[src/lcgt_pkg.sv]
// ----------------------------------------------------------------------------
// lcgt_pkg: shared types and constants of the LCG seed index tracker
// Holds the generator constants, the jump-ahead tables for steps of 2^k,
// register indexes and the structs passed between the front and back parts.
// ----------------------------------------------------------------------------
package lcgt_pkg;

    typedef logic [31:0] word_t;
    typedef word_t jump_tab_t [32];

    // generator x' = x * LCG_MUL + LCG_ADD (mod 2^32), started from LCG_START
    localparam word_t LCG_MUL       = 32'h41C6_4E6D;
    localparam word_t LCG_ADD       = 32'h0000_3039;
    localparam word_t LCG_START     = 32'h5555_5555;
    localparam word_t SHOW_LIMIT    = 32'd99999;
    localparam word_t BURST_MIN_RST = 32'd600;
    localparam word_t BURST_MAX_RST = 32'd100000;

    // configuration register indexes
    localparam logic [1:0] REG_ENABLE    = 2'd0;
    localparam logic [1:0] REG_BURST_MIN = 2'd1;
    localparam logic [1:0] REG_BURST_MAX = 2'd2;

    // multiplier of the map that advances the generator by 2^k steps
    function automatic jump_tab_t gen_jump_mul();
        jump_tab_t t;
        word_t     hm;
        hm = LCG_MUL;
        for (int j = 0; j < 32; j++) begin
            t[j] = hm;
            hm   = hm * hm;
        end
        return t;
    endfunction

    // increment of the map that advances the generator by 2^k steps
    function automatic jump_tab_t gen_jump_add();
        jump_tab_t t;
        word_t     hm;
        word_t     ha;
        hm = LCG_MUL;
        ha = LCG_ADD;
        for (int j = 0; j < 32; j++) begin
            t[j] = ha;
            ha   = ha * hm + ha;
            hm   = hm * hm;
        end
        return t;
    endfunction

    localparam jump_tab_t JUMP_MUL = gen_jump_mul();
    localparam jump_tab_t JUMP_ADD = gen_jump_add();

    // configuration as seen by the datapath
    typedef struct packed {
        logic  enable;
        word_t burst_min;
        word_t burst_max;
    } cfg_t;

    // classified word waiting in the queue
    typedef struct packed {
        word_t seed;
        logic  active;
    } qitem_t;

    // one result word
    typedef struct packed {
        logic  active;
        word_t seed_index;
        word_t step_delta;
        logic  delta_shown;
        word_t burst_seed;
        logic  burst_seed_valid;
    } res_t;

endpackage

[src/lcg_seed_index_tracker.sv]
// ----------------------------------------------------------------------------
// lcg_seed_index_tracker: LCG step index and burst seed tracker
// Sequence: an active frame is popped from the queue, then the solver tests
//   each index bit in turn, with a multiply-add after each set index bit
//   below bit 31, then come the delta and output states. An inactive frame
//   goes straight from the pop to the output state.
// Flow: the back part pops the next frame only from idle; the queue takes
//   words meanwhile. A held result stalls the back part in its output state.
// Reset: synchronous active-low aresetn clears queue, tracking state and
//   configuration (tracking off, burst window 600..100000).
// ----------------------------------------------------------------------------
module lcg_seed_index_tracker #(
    parameter int QUEUE_DEPTH = 2
) (
    input  logic        aclk,
    input  logic        aresetn,
    // configuration write port
    input  logic        cfg_we,
    input  logic [1:0]  cfg_index,
    input  logic [31:0] cfg_wdata,
    // input words
    input  logic        s_tvalid,
    output logic        s_tready,
    input  logic [31:0] s_tdata,   // [31:0] seed
    input  logic        s_tuser,   // [0] game_running
    // result words
    output logic        m_tvalid,
    input  logic        m_tready,
    output logic [95:0] m_tdata,   // [31:0] seed_index, [63:32] step_delta,
                                   // [95:64] burst_seed
    output logic [2:0]  m_tuser    // [0] active, [1] delta_shown,
                                   // [2] burst_seed_valid
);

    lcgt_pkg::cfg_t   cfg_reg, cfg_next;
    logic             clr_last;
    logic             q_full, q_push, q_not_empty, q_pop;
    lcgt_pkg::qitem_t push_item, head_item;
    lcgt_pkg::res_t   res;

    // configuration registers
    always_comb begin
        cfg_next = cfg_reg;
        clr_last = 1'b0;
        if (cfg_we) begin
            unique case (cfg_index)
                lcgt_pkg::REG_ENABLE: begin
                    cfg_next.enable = cfg_wdata[0];
                    clr_last        = 1'b1;
                end
                lcgt_pkg::REG_BURST_MIN: cfg_next.burst_min = cfg_wdata;
                lcgt_pkg::REG_BURST_MAX: cfg_next.burst_max = cfg_wdata;
                default: ;
            endcase
        end
    end

    always_ff @(posedge aclk) begin
        if (!aresetn) begin
            cfg_reg.enable    <= 1'b0;
            cfg_reg.burst_min <= lcgt_pkg::BURST_MIN_RST;
            cfg_reg.burst_max <= lcgt_pkg::BURST_MAX_RST;
        end else begin
            cfg_reg <= cfg_next;
        end
    end

    lcgt_front u_front (
        .enable    (cfg_reg.enable),
        .s_tvalid  (s_tvalid),
        .s_tready  (s_tready),
        .s_seed    (s_tdata),
        .s_running (s_tuser),
        .q_full    (q_full),
        .q_push    (q_push),
        .q_item    (push_item)
    );

    lcgt_queue #(
        .DEPTH (QUEUE_DEPTH)
    ) u_queue (
        .aclk      (aclk),
        .aresetn   (aresetn),
        .push      (q_push),
        .push_item (push_item),
        .pop       (q_pop),
        .full      (q_full),
        .not_empty (q_not_empty),
        .head_item (head_item)
    );

    lcgt_back u_back (
        .aclk     (aclk),
        .aresetn  (aresetn),
        .cfg      (cfg_reg),
        .clr_last (clr_last),
        .q_valid  (q_not_empty),
        .q_item   (head_item),
        .q_pop    (q_pop),
        .m_valid  (m_tvalid),
        .m_ready  (m_tready),
        .m_res    (res)
    );

    // result packing
    assign m_tdata = {res.burst_seed, res.step_delta, res.seed_index};
    assign m_tuser = {res.burst_seed_valid, res.delta_shown, res.active};

    // inactive frames carry all-zero fields
    a_inactive_zero: assert property (@(posedge aclk) disable iff (!aresetn)
        (m_tvalid && !m_tuser[0]) |-> (m_tdata == '0 && m_tuser[2:1] == 2'b00))
        else $error("inactive result with nonzero fields");

    // a shown delta is nonzero and within the display limit
    a_shown_range: assert property (@(posedge aclk) disable iff (!aresetn)
        (m_tvalid && m_tuser[1]) |->
        (m_tdata[63:32] != '0 && m_tdata[63:32] <= lcgt_pkg::SHOW_LIMIT))
        else $error("delta_shown outside its range");

    // burst seed stays zero until a burst has been latched
    a_burst_seed_zero: assert property (@(posedge aclk) disable iff (!aresetn)
        (m_tvalid && !m_tuser[2]) |-> (m_tdata[95:64] == '0))
        else $error("burst seed nonzero without a latched burst");

endmodule

[src/lcgt_front.sv]
// ----------------------------------------------------------------------------
// lcgt_front: input acceptance and frame classification
// Takes input words while the queue has room and marks each frame active
// when tracking is enabled and the sampled machine runs.
// ----------------------------------------------------------------------------
module lcgt_front (
    input  logic                  enable,
    input  logic                  s_tvalid,
    output logic                  s_tready,
    input  lcgt_pkg::word_t       s_seed,
    input  logic                  s_running,
    input  logic                  q_full,
    output logic                  q_push,
    output lcgt_pkg::qitem_t      q_item
);

    // accept whenever the queue can take the word
    assign s_tready = ~q_full;
    assign q_push   = s_tvalid & ~q_full;

    // classify: inactive frames skip the solver in the back part
    assign q_item.seed   = s_seed;
    assign q_item.active = enable & s_running;

endmodule

[src/lcgt_queue.sv]
// ----------------------------------------------------------------------------
// lcgt_queue: short FIFO between front and back
// Register-based circular buffer; push and pop may happen in the same cycle.
// ----------------------------------------------------------------------------
module lcgt_queue #(
    parameter int DEPTH = 2
) (
    input  logic             aclk,
    input  logic             aresetn,
    input  logic             push,
    input  lcgt_pkg::qitem_t push_item,
    input  logic             pop,
    output logic             full,
    output logic             not_empty,
    output lcgt_pkg::qitem_t head_item
);

    localparam int PTR_W = (DEPTH > 1) ? $clog2(DEPTH) : 1;
    localparam int CNT_W = $clog2(DEPTH + 1);

    lcgt_pkg::qitem_t store_reg [DEPTH];
    logic [PTR_W-1:0] wr_ptr_reg, wr_ptr_next;
    logic [PTR_W-1:0] rd_ptr_reg, rd_ptr_next;
    logic [CNT_W-1:0] count_reg, count_next;
    logic             do_push, do_pop;

    assign full      = (count_reg == CNT_W'(DEPTH));
    assign not_empty = (count_reg != '0);
    assign head_item = store_reg[rd_ptr_reg];
    assign do_push   = push & ~full;
    assign do_pop    = pop & not_empty;

    // pointer and fill count
    always_comb begin
        wr_ptr_next = wr_ptr_reg;
        rd_ptr_next = rd_ptr_reg;
        count_next  = count_reg;
        if (do_push) begin
            wr_ptr_next = (wr_ptr_reg == PTR_W'(DEPTH - 1)) ? '0 : wr_ptr_reg + 1'b1;
        end
        if (do_pop) begin
            rd_ptr_next = (rd_ptr_reg == PTR_W'(DEPTH - 1)) ? '0 : rd_ptr_reg + 1'b1;
        end
        if (do_push && !do_pop) begin
            count_next = count_reg + 1'b1;
        end else if (!do_push && do_pop) begin
            count_next = count_reg - 1'b1;
        end
    end

    always_ff @(posedge aclk) begin
        if (!aresetn) begin
            wr_ptr_reg <= '0;
            rd_ptr_reg <= '0;
            count_reg  <= '0;
        end else begin
            wr_ptr_reg <= wr_ptr_next;
            rd_ptr_reg <= rd_ptr_next;
            count_reg  <= count_next;
        end
    end

    // storage, no reset needed
    always_ff @(posedge aclk) begin
        if (do_push) begin
            store_reg[wr_ptr_reg] <= push_item;
        end
    end

endmodule

[src/lcgt_solver.sv]
// ----------------------------------------------------------------------------
// lcgt_solver: bit-serial step index recovery
// Lifts the step count one bit per iteration. The generator state for the
// partial count is kept in a register and advanced by the 2^k jump map
// (one multiply-add) whenever a bit k below bit 31 is set.
// ----------------------------------------------------------------------------
module lcgt_solver (
    input  logic            aclk,
    input  logic            aresetn,
    input  logic            start,
    input  lcgt_pkg::word_t seed_in,
    output logic            done,
    output lcgt_pkg::word_t index
);

    typedef enum logic [2:0] {
        SV_IDLE = 3'b001,
        SV_CMP  = 3'b010,
        SV_MUL  = 3'b100
    } sv_state_t;

    sv_state_t       state_reg, state_next;
    logic [4:0]      k_reg, k_next;
    lcgt_pkg::word_t x_reg, x_next;
    lcgt_pkg::word_t n_reg, n_next;
    lcgt_pkg::word_t seed_reg, seed_next;
    logic            done_reg, done_next;
    lcgt_pkg::word_t mask;
    logic            mismatch;

    // low k+1 bits must agree with the sampled word
    assign mask     = 32'hFFFF_FFFF >> (5'd31 - k_reg);
    assign mismatch = |((x_reg ^ seed_reg) & mask);

    assign done  = done_reg;
    assign index = n_reg;

    always_comb begin
        state_next = state_reg;
        k_next     = k_reg;
        x_next     = x_reg;
        n_next     = n_reg;
        seed_next  = seed_reg;
        done_next  = 1'b0;
        unique case (state_reg)
            SV_IDLE: begin
                if (start) begin
                    x_next     = lcgt_pkg::LCG_START;
                    n_next     = '0;
                    k_next     = '0;
                    seed_next  = seed_in;
                    state_next = SV_CMP;
                end
            end
            SV_CMP: begin
                if (mismatch) begin
                    n_next[k_reg] = 1'b1;
                end
                if (k_reg == 5'd31) begin
                    done_next  = 1'b1;
                    state_next = SV_IDLE;
                end else if (mismatch) begin
                    state_next = SV_MUL;
                end else begin
                    k_next = k_reg + 1'b1;
                end
            end
            SV_MUL: begin
                // advance the partial state by 2^k steps
                x_next     = x_reg * lcgt_pkg::JUMP_MUL[k_reg] + lcgt_pkg::JUMP_ADD[k_reg];
                k_next     = k_reg + 1'b1;
                state_next = SV_CMP;
            end
            default: state_next = SV_IDLE;
        endcase
    end

    always_ff @(posedge aclk) begin
        if (!aresetn) begin
            state_reg <= SV_IDLE;
            done_reg  <= 1'b0;
            k_reg     <= '0;
        end else begin
            state_reg <= state_next;
            done_reg  <= done_next;
            k_reg     <= k_next;
        end
    end

    always_ff @(posedge aclk) begin
        x_reg    <= x_next;
        n_reg    <= n_next;
        seed_reg <= seed_next;
    end

endmodule

[src/lcgt_back.sv]
// ----------------------------------------------------------------------------
// lcgt_back: frame execution and tracking state
// Pops classified words, runs the index solver for active frames, works out
// the step delta and burst latch, and holds the result in an output register.
// ----------------------------------------------------------------------------
module lcgt_back (
    input  logic             aclk,
    input  logic             aresetn,
    input  lcgt_pkg::cfg_t   cfg,
    input  logic             clr_last,
    input  logic             q_valid,
    input  lcgt_pkg::qitem_t q_item,
    output logic             q_pop,
    output logic             m_valid,
    input  logic             m_ready,
    output lcgt_pkg::res_t   m_res
);

    typedef enum logic [3:0] {
        BK_IDLE  = 4'b0001,
        BK_SOLVE = 4'b0010,
        BK_DELTA = 4'b0100,
        BK_OUT   = 4'b1000
    } bk_state_t;

    bk_state_t        state_reg, state_next;
    lcgt_pkg::qitem_t item_reg, item_next;
    lcgt_pkg::word_t  idx_reg, idx_next;
    lcgt_pkg::word_t  delta_reg, delta_next;
    lcgt_pkg::word_t  last_index_reg, last_index_next;
    lcgt_pkg::word_t  last_seed_reg, last_seed_next;
    logic             last_valid_reg, last_valid_next;
    lcgt_pkg::word_t  latched_seed_reg, latched_seed_next;
    logic             latched_valid_reg, latched_valid_next;
    lcgt_pkg::res_t   out_reg, out_next;
    logic             m_valid_reg, m_valid_next;
    logic             solve_start, solve_done;
    lcgt_pkg::word_t  solve_index;
    logic             out_free, in_window, show_ok;

    assign q_pop       = (state_reg == BK_IDLE) && q_valid;
    assign solve_start = q_pop && q_item.active;
    assign out_free    = ~m_valid_reg | m_ready;
    assign m_valid     = m_valid_reg;
    assign m_res       = out_reg;

    lcgt_solver u_solver (
        .aclk    (aclk),
        .aresetn (aresetn),
        .start   (solve_start),
        .seed_in (q_item.seed),
        .done    (solve_done),
        .index   (solve_index)
    );

    // burst window and display test on the registered delta
    assign in_window = last_valid_reg && (delta_reg >= cfg.burst_min)
                       && (delta_reg <= cfg.burst_max);
    assign show_ok   = last_valid_reg && (delta_reg != '0)
                       && (delta_reg <= lcgt_pkg::SHOW_LIMIT);

    always_comb begin
        state_next         = state_reg;
        item_next          = item_reg;
        idx_next           = idx_reg;
        delta_next         = delta_reg;
        last_index_next    = last_index_reg;
        last_seed_next     = last_seed_reg;
        last_valid_next    = last_valid_reg;
        latched_seed_next  = latched_seed_reg;
        latched_valid_next = latched_valid_reg;
        out_next           = out_reg;
        m_valid_next       = m_valid_reg & ~m_ready;
        unique case (state_reg)
            BK_IDLE: begin
                if (q_valid) begin
                    item_next  = q_item;
                    state_next = q_item.active ? BK_SOLVE : BK_OUT;
                end
            end
            BK_SOLVE: begin
                if (solve_done) begin
                    idx_next   = solve_index;
                    state_next = BK_DELTA;
                end
            end
            BK_DELTA: begin
                delta_next = last_valid_reg ? (idx_reg - last_index_reg) : '0;
                state_next = BK_OUT;
            end
            BK_OUT: begin
                if (out_free) begin
                    m_valid_next = 1'b1;
                    if (item_reg.active) begin
                        if (in_window) begin
                            latched_seed_next  = last_seed_reg;
                            latched_valid_next = 1'b1;
                        end
                        last_index_next      = idx_reg;
                        last_seed_next       = item_reg.seed;
                        last_valid_next      = 1'b1;
                        out_next.active      = 1'b1;
                        out_next.seed_index  = idx_reg;
                        out_next.step_delta  = delta_reg;
                        out_next.delta_shown = show_ok;
                        out_next.burst_seed  = in_window ? last_seed_reg : latched_seed_reg;
                        out_next.burst_seed_valid = in_window | latched_valid_reg;
                    end else begin
                        last_valid_next = 1'b0;
                        out_next        = '0;
                    end
                    state_next = BK_IDLE;
                end
            end
            default: state_next = BK_IDLE;
        endcase
        // enable write drops the previous-frame mark
        if (clr_last) begin
            last_valid_next = 1'b0;
        end
    end

    always_ff @(posedge aclk) begin
        if (!aresetn) begin
            state_reg         <= BK_IDLE;
            m_valid_reg       <= 1'b0;
            last_index_reg    <= '0;
            last_seed_reg     <= '0;
            last_valid_reg    <= 1'b0;
            latched_seed_reg  <= '0;
            latched_valid_reg <= 1'b0;
        end else begin
            state_reg         <= state_next;
            m_valid_reg       <= m_valid_next;
            last_index_reg    <= last_index_next;
            last_seed_reg     <= last_seed_next;
            last_valid_reg    <= last_valid_next;
            latched_seed_reg  <= latched_seed_next;
            latched_valid_reg <= latched_valid_next;
        end
    end

    always_ff @(posedge aclk) begin
        item_reg  <= item_next;
        idx_reg   <= idx_next;
        delta_reg <= delta_next;
        out_reg   <= out_next;
    end

endmodule
[config.mk]
export PLATFORM = sky130hd
export DESIGN_NAME = lcg_seed_index_tracker
export DESIGN_NICKNAME = d
export VERILOG_FILES = /design/src/lcgt_pkg.sv /design/src/lcg_seed_index_tracker.sv /design/src/lcgt_front.sv /design/src/lcgt_queue.sv /design/src/lcgt_solver.sv /design/src/lcgt_back.sv
export SDC_FILE = /design/constraint.sdc
export NUM_CORES = 2
export LEC_CHECK = 0
export BUFFER_PORTS_ARGS = -buffer_cell sky130_fd_sc_hd__clkbuf_2
export CORE_MARGIN = 2
export CORE_UTILIZATION = 45
export CTS_CLUSTER_DIAMETER = 40
export DETAILED_ROUTE_END_ITERATION = 6
export PLACE_DENSITY = 0.6
export SETUP_SLACK_MARGIN = 0.3
export SKIP_LAST_GASP = 1
export SLEW_MARGIN = 20
export SYNTH_ARGS = -nofsm -noshare
export SYNTH_HDL_FRONTEND = slang
export SYNTH_SLANG_ARGS = --single-unit
[constraint.sdc]
create_clock -name aclk -period 11.5 [get_ports aclk]
set_clock_uncertainty 0.1 [all_clocks]
set_input_delay 2.3 -clock aclk [delete_from_list [all_inputs] [get_ports aclk]]
set_output_delay 2.3 -clock aclk [all_outputs]
set_load 0.03 [all_outputs]
# Word level (Yosys, flattened, before mapping)
# Memory sizes are Yosys's and may differ from the RTL's. A register that Yosys moved wholly into a read port is not among the register bits.
# Index checks and enable logic that the tools add are counted.
dict set report totals {
  ff_bits 473
  ramBits 66
  mem_bits_ro 2048
  input_bits 72
  output_inout_bits 101
  word_cells 157
  mem_count 3
}
dict set report classes {
  add_sub_neg 8
  multipliers 1
  order_cmp 6
  eq_ne 19
  n_shift 1
  n_mux 40
  bitwise_logic 15
  reduce_logical 35
}
# memory depth width rd rd_clocked_by_memory_dff write_ports line_no
set memory_table {}
lappend memory_table {{(no name shown)} 32 32 1 0 0 lcgt_solver.sv:70} ;# x_next = x_reg * lcgt_pkg::JUMP_MUL[k_reg] + lcgt_pkg::JUMP_ADD[k_reg];
lappend memory_table {{(no name shown)} 32 32 1 0 0 lcgt_solver.sv:70}
lappend memory_table {u_queue.store_reg 2 33 1 1 1 lcgt_queue.sv:21} ;# lcgt_pkg::qitem_t store_reg [DEPTH];
# operator count
set ops {}
lappend ops {{$mux W32} 8}
lappend ops {{$pmux W32 S2} 2}
lappend ops {{$mux W99} 1}
lappend ops {{$add A32 B32 Y32} 1}
lappend ops {{$and A32 B32 Y32} 1}
lappend ops {{$ge A32 B32 Y1} 1}
lappend ops {{$le A32 B17 Y1 const B} 1}
lappend ops {{$le A32 B32 Y1} 1}
lappend ops {{$mul A32 B32 Y32} 1}
lappend ops {{$or A32 B32 Y32} 1}
lappend ops {{$reduce_bool A32 Y1} 1}
lappend ops {{$reduce_or A32 Y1} 1}
lappend ops {{$shr A32 B5 Y32 const A} 1}
lappend ops {{$sub A32 B32 Y32} 1}
lappend ops {{$xor A32 B32 Y32} 1}
lappend ops {{$reduce_and A2 Y1} 10}
lappend ops {{$mux W4} 4}
lappend ops {{$pmux W4 S4} 1}
lappend ops {{$mux W5} 3}
lappend ops {{$pmux W5 S3} 1}
lappend ops {{$mux W1} 13}
lappend ops {{$logic_and A1 B1 Y1} 9}
lappend ops {{$mux W3} 3}
lappend ops {{$pmux W3 S3} 1}
lappend ops {{other kinds (34)} 57}

# Depth between registers and ports, before layout
dict set report logic_depth {
  depth_word 8
  depth_mapped 34
  mapped_depth_nobuf 30
}

# By module
# Synthesis repeated with hierarchy kept, for this count alone.
dict set report hier_totals {
  cells_unflattened 4174
  hier_area_um2 42208.0
}
# module instances cells_each area_per_inst_um2 seq_area_each_um2
set modules_own_cells {}
lappend modules_own_cells {lcgt_solver 1 2406 22316.4 3062.9}
lappend modules_own_cells {lcgt_back 1 1344 14457.6 7947.6}
lappend modules_own_cells {lcgt_queue 1 128 2610.0 2082.0}
lappend modules_own_cells {lcg_seed_index_tracker 1 261 2567.5 1301.2}
lappend modules_own_cells {lcgt_front 1 35 256.5 0.0}

# Least setup slack after synthesis
# OpenSTA, ideal clock, no wires.
dict set report synth_timing {
  path_type {register to register}
  from {register u_back.u_solver.k_reg[2]}
  to {register u_back.u_solver.x_reg[31], data pin}
  setup_ps 266
  arrival_ps 8467
  slack_ps 2667
  stages_incl_launch_ff 33
  n_path_buf 6
  period_less_slack_ps 8833
  cell_sequence {dfxtp_1 > buf_4 > buf_6 > inv_1 > clkbuf_1 > clkbuf_1 > ha_1 > nor3b_1 > clkbuf_1 > clkbuf_1 > nand2_1 > fa_1 > inv_1 > fa_1 > inv_1 > fa_1 > inv_1 > fa_1 > inv_1 > fa_1 > fa_1 > fa_1 > inv_1 > fa_1 > xnor2_1 > xnor2_1 > xnor2_1 > xnor3_1 > xnor2_1 > xnor3_1 > xnor3_1 > xnor2_1 > nor2_1}
}
dict set report synth_via {
  elab_chain_cells 7
  elab_cells_between_ends 10
}
# item line_no
set synth_lines {}
lappend synth_lines {{from (decl)} lcgt_solver.sv:23} ;# logic [4:0] k_reg, k_next;
lappend synth_lines {{from (signal assigned)} lcgt_solver.sv:86} ;# k_reg <= k_next;
lappend synth_lines {{$not A5 Y6 (not written as such) (*)} lcgt_solver.sv:70}
lappend synth_lines {{$mem_v2 Z32 W32} -}
lappend synth_lines {{$mux W32 (not written as such) (2 in series)} lcgt_solver.sv:70}
lappend synth_lines {{$mul A32 B32 Y32} lcgt_solver.sv:70}
lappend synth_lines {{$add A32 B32 Y32 (*)} lcgt_solver.sv:70}
lappend synth_lines {{$pmux W32 S2 (*)} lcgt_solver.sv:45} ;# unique case (state_reg)
lappend synth_lines {{to (signal assigned)} lcgt_solver.sv:91} ;# x_reg <= x_next;
lappend synth_lines {{to (decl)} lcgt_solver.sv:24} ;# lcgt_pkg::word_t x_reg, x_next;
# Every way passes the cells marked *; elsewhere a longest branch is shown, timed or not. The select of a mux whose other input is x is not followed.
# A chain may end at the register's enable or synchronous reset.

# Worst setup path in the final report
dict set report layout_timing {
  from {register u_back.u_solver.k_reg[1]}
  to {register u_back.u_solver.x_reg[31], data pin}
}
# Same word-level chain as after synthesis.

==> impl_metrics.ini <==
[critical_path]
critPathBufInv = 4
worstSetupStartpointType = flop
criticalPathCategory = flop to flop
reg2reg_depth = 25
timing.reg2reg.setup_slack_ns = 1.47
crit_path_max_incr_delay_ns = 0.96
cp.required_ns = 11.74
slowest_stage = ha_1
crit_arrival_ns = 10.26
r2r-start = u_back.u_solver.k_reg[1]
crit_top_cell = fa_1
critPathMaxFanout = 21
crit_family = adder cells
rr_endpoint = u_back.u_solver.x_reg[31]
cp-end-kind = flop
crit_cells = 25

[synthesis]
avgSynthCellArea_sq_um = 9.915
async_flop_share_pct = 0
syn-cell-area_sq_um = 41390
yosysWarnings = 0
synth.most_common_cell = nand2_1
yosysTopAreaCell = edfxtp_1
yosysSeqAreaShare_pct = 34.78
ys_top_cells_by_area = edfxtp_1, fa_1, dfxtp_1
synth-edff-count = 358
synth.distinct_cells = 88
synth_commonest_cells = nand2_1, inv_1, fa_1
syn-num-nets = 4923
ys_ff_latch = 540
synth_top_area_share_pct = 25.98
synthesis.instances = 4174
synth_flop_cell = edfxtp_1

[cts]
cts_root_buf = clkbuf_16
cts.sinks = 540
cts_tree = done
post_cts_resized = 0
post-cts-setup-buffers = 0
clock_path_buffers = 3
postCtsHoldBufs = 0
clkLatencyLatePin_ns = 0.65
htree_num_levels = 3
path_clk_slew_ns = 0.06
cts_buffers = 85

[sta]
grt_setup_unrepaired = no
tightest_slew_ns = 1.153
setup_viol = 0
tns_ns = 0
fmax_mhz = 99.75
hold_violations = 0
layout_min_cycle_time_ns = 10.03
final_max_slew_viol_count = 0
fin_crit_sh_pct = 87.18
relSlewSlack_pct = 23.12

[final_layout]
final_layout_size_suffix_gt1_share_pct = 10.64
fin_nets = 5023
fill_cells = 8426
largest_reg_flops = 99
synthToLayoutAreaGrowth_pct = 11.83

[floorplanning]
start_util_pct = 45.29
rows = 111
die-area_sq_um = 94410
ios = 173
chipHeight_microns = 307.3
coreArea_sq_um = 91390
die_w_microns = 307.3

[routing]
vias = 30130
met1_length_mm = 50.37
route.met3.wl_mm = 6.767
routed_wl_mm = 119.2
antenna_left = 0
drt_iter0_drc = 2423
firstDrtPassIters = 5
routed_via_density = 5.449
top_layer_used = met5
dr_wl_met2_mm = 57.77
wl_per_cell_microns = 21.55
drc = 0

[job]
cap_violations = 0

[placement]
port_buffers = 172
gp_congestion = 0.9363
post-dp-hpwl_mm = 87.34

[hold_path]
hold_depth = 2
worstHoldStart = u_back.last_index_reg[23]
min_path_type = flop to flop
min_to = u_back.last_index_reg[23]

[global_route]
gr-usage-all-layers_pct = 25.46
grt_pass1_vias = 30330
grt_max_degree = 80
grt_antenna_before_repair = 5
grt_pass1_wl_mm = 183.4
overflow = 0

[outcome]
status = complete, no violations
-- metal layers --
metal | GRT usage, % | vias to the layer above
met2 | 42.92 | 986
met3 | 3.517 | 218
met1 | 33.71 | 15000
li1 | - | 13930
met4 | 8.712 | 2
met5 | 0 | -
-- final cells by class --
cell class	instances	area [sq um]	share of cell area, %
antenna	1	2.502	0.005407
sequential	540	14400	31.11
timing repair buffer	241	1386	2.995
tap	1186	1484	3.206
clock inverter	62	693.2	1.498
clock buffer	94	2171	4.691
inverter	573	2153	4.653
multi-input combinational	2833	23990	51.84
-- placed cells by master (no fill, tap or decap), drive strengths merged, types with 35 or more instances in the layout --
master / n
a21o: 53
xor2: 43
inv: 588
nand3: 60
nor3: 58
fa: 409
nand2: 581
xnor2: 64
and3: 48
ha: 268
clkbuf: 265
mux2i: 41
nor2: 153
clkinv: 35
o21ai: 102
edfxtp: 358
and2: 282
dfxtp: 182
a21oi: 277
buf: 70
-- worst max path at each step --
stage / end / from / slack (ns)
floorplan: u_back.u_solver.x_reg[31] / u_back.u_solver.k_reg[2] / 2.67
global placement: u_back.u_solver.x_reg[31] / u_back.u_solver.k_reg[1] / 1.86
detailed placement: u_back.u_solver.x_reg[31] / u_back.u_solver.k_reg[1] / 1.66
CTS: u_back.u_solver.x_reg[31] / u_back.u_solver.k_reg[1] / 1.57
global route: u_back.u_solver.x_reg[31] / u_back.u_solver.k_reg[1] / 1.05
finish: u_back.u_solver.x_reg[31] / u_back.u_solver.k_reg[1] / 1.47
-- worst min-delay path, cell delays in order (launching register included) --
cell and delay (ns):
dfxtp_1 0.30, nand2_1 0.05, a21oi_1 0.05
-- cells by family after synthesis --
kind of cell	Yosys count	share of synthesized area [%]
DFF	540	34.78
xor gates and xnor gates	119	2.920
muxes	73	1.862
AOI/OAI and AO/OA	634	9.448
adders and majority gates	679	27.94
and+or+nand+nor	1328	15.52
buffers and inverters	801	7.534
-- through the flow --
stage	util [%]	cell area (sq um)	hold slack (ns)	setup WS, ns	instances
after floorplan	-	41390	0.3244	2.667	4174
after global placement	47.49	43400	0.3386	1.855	5372
after detailed placement	47.51	43410	0.3416	1.658	5373
after CTS	50.64	46280	0.3543	1.570	5529
after global routing	50.64	46280	0.3655	1.049	5529
final	50.64	46280	0.3517	1.475	5530
Power is left out: the tool's default activity adds up to more than one toggle a clock period on the data nets, which glitch-free logic cannot reach.
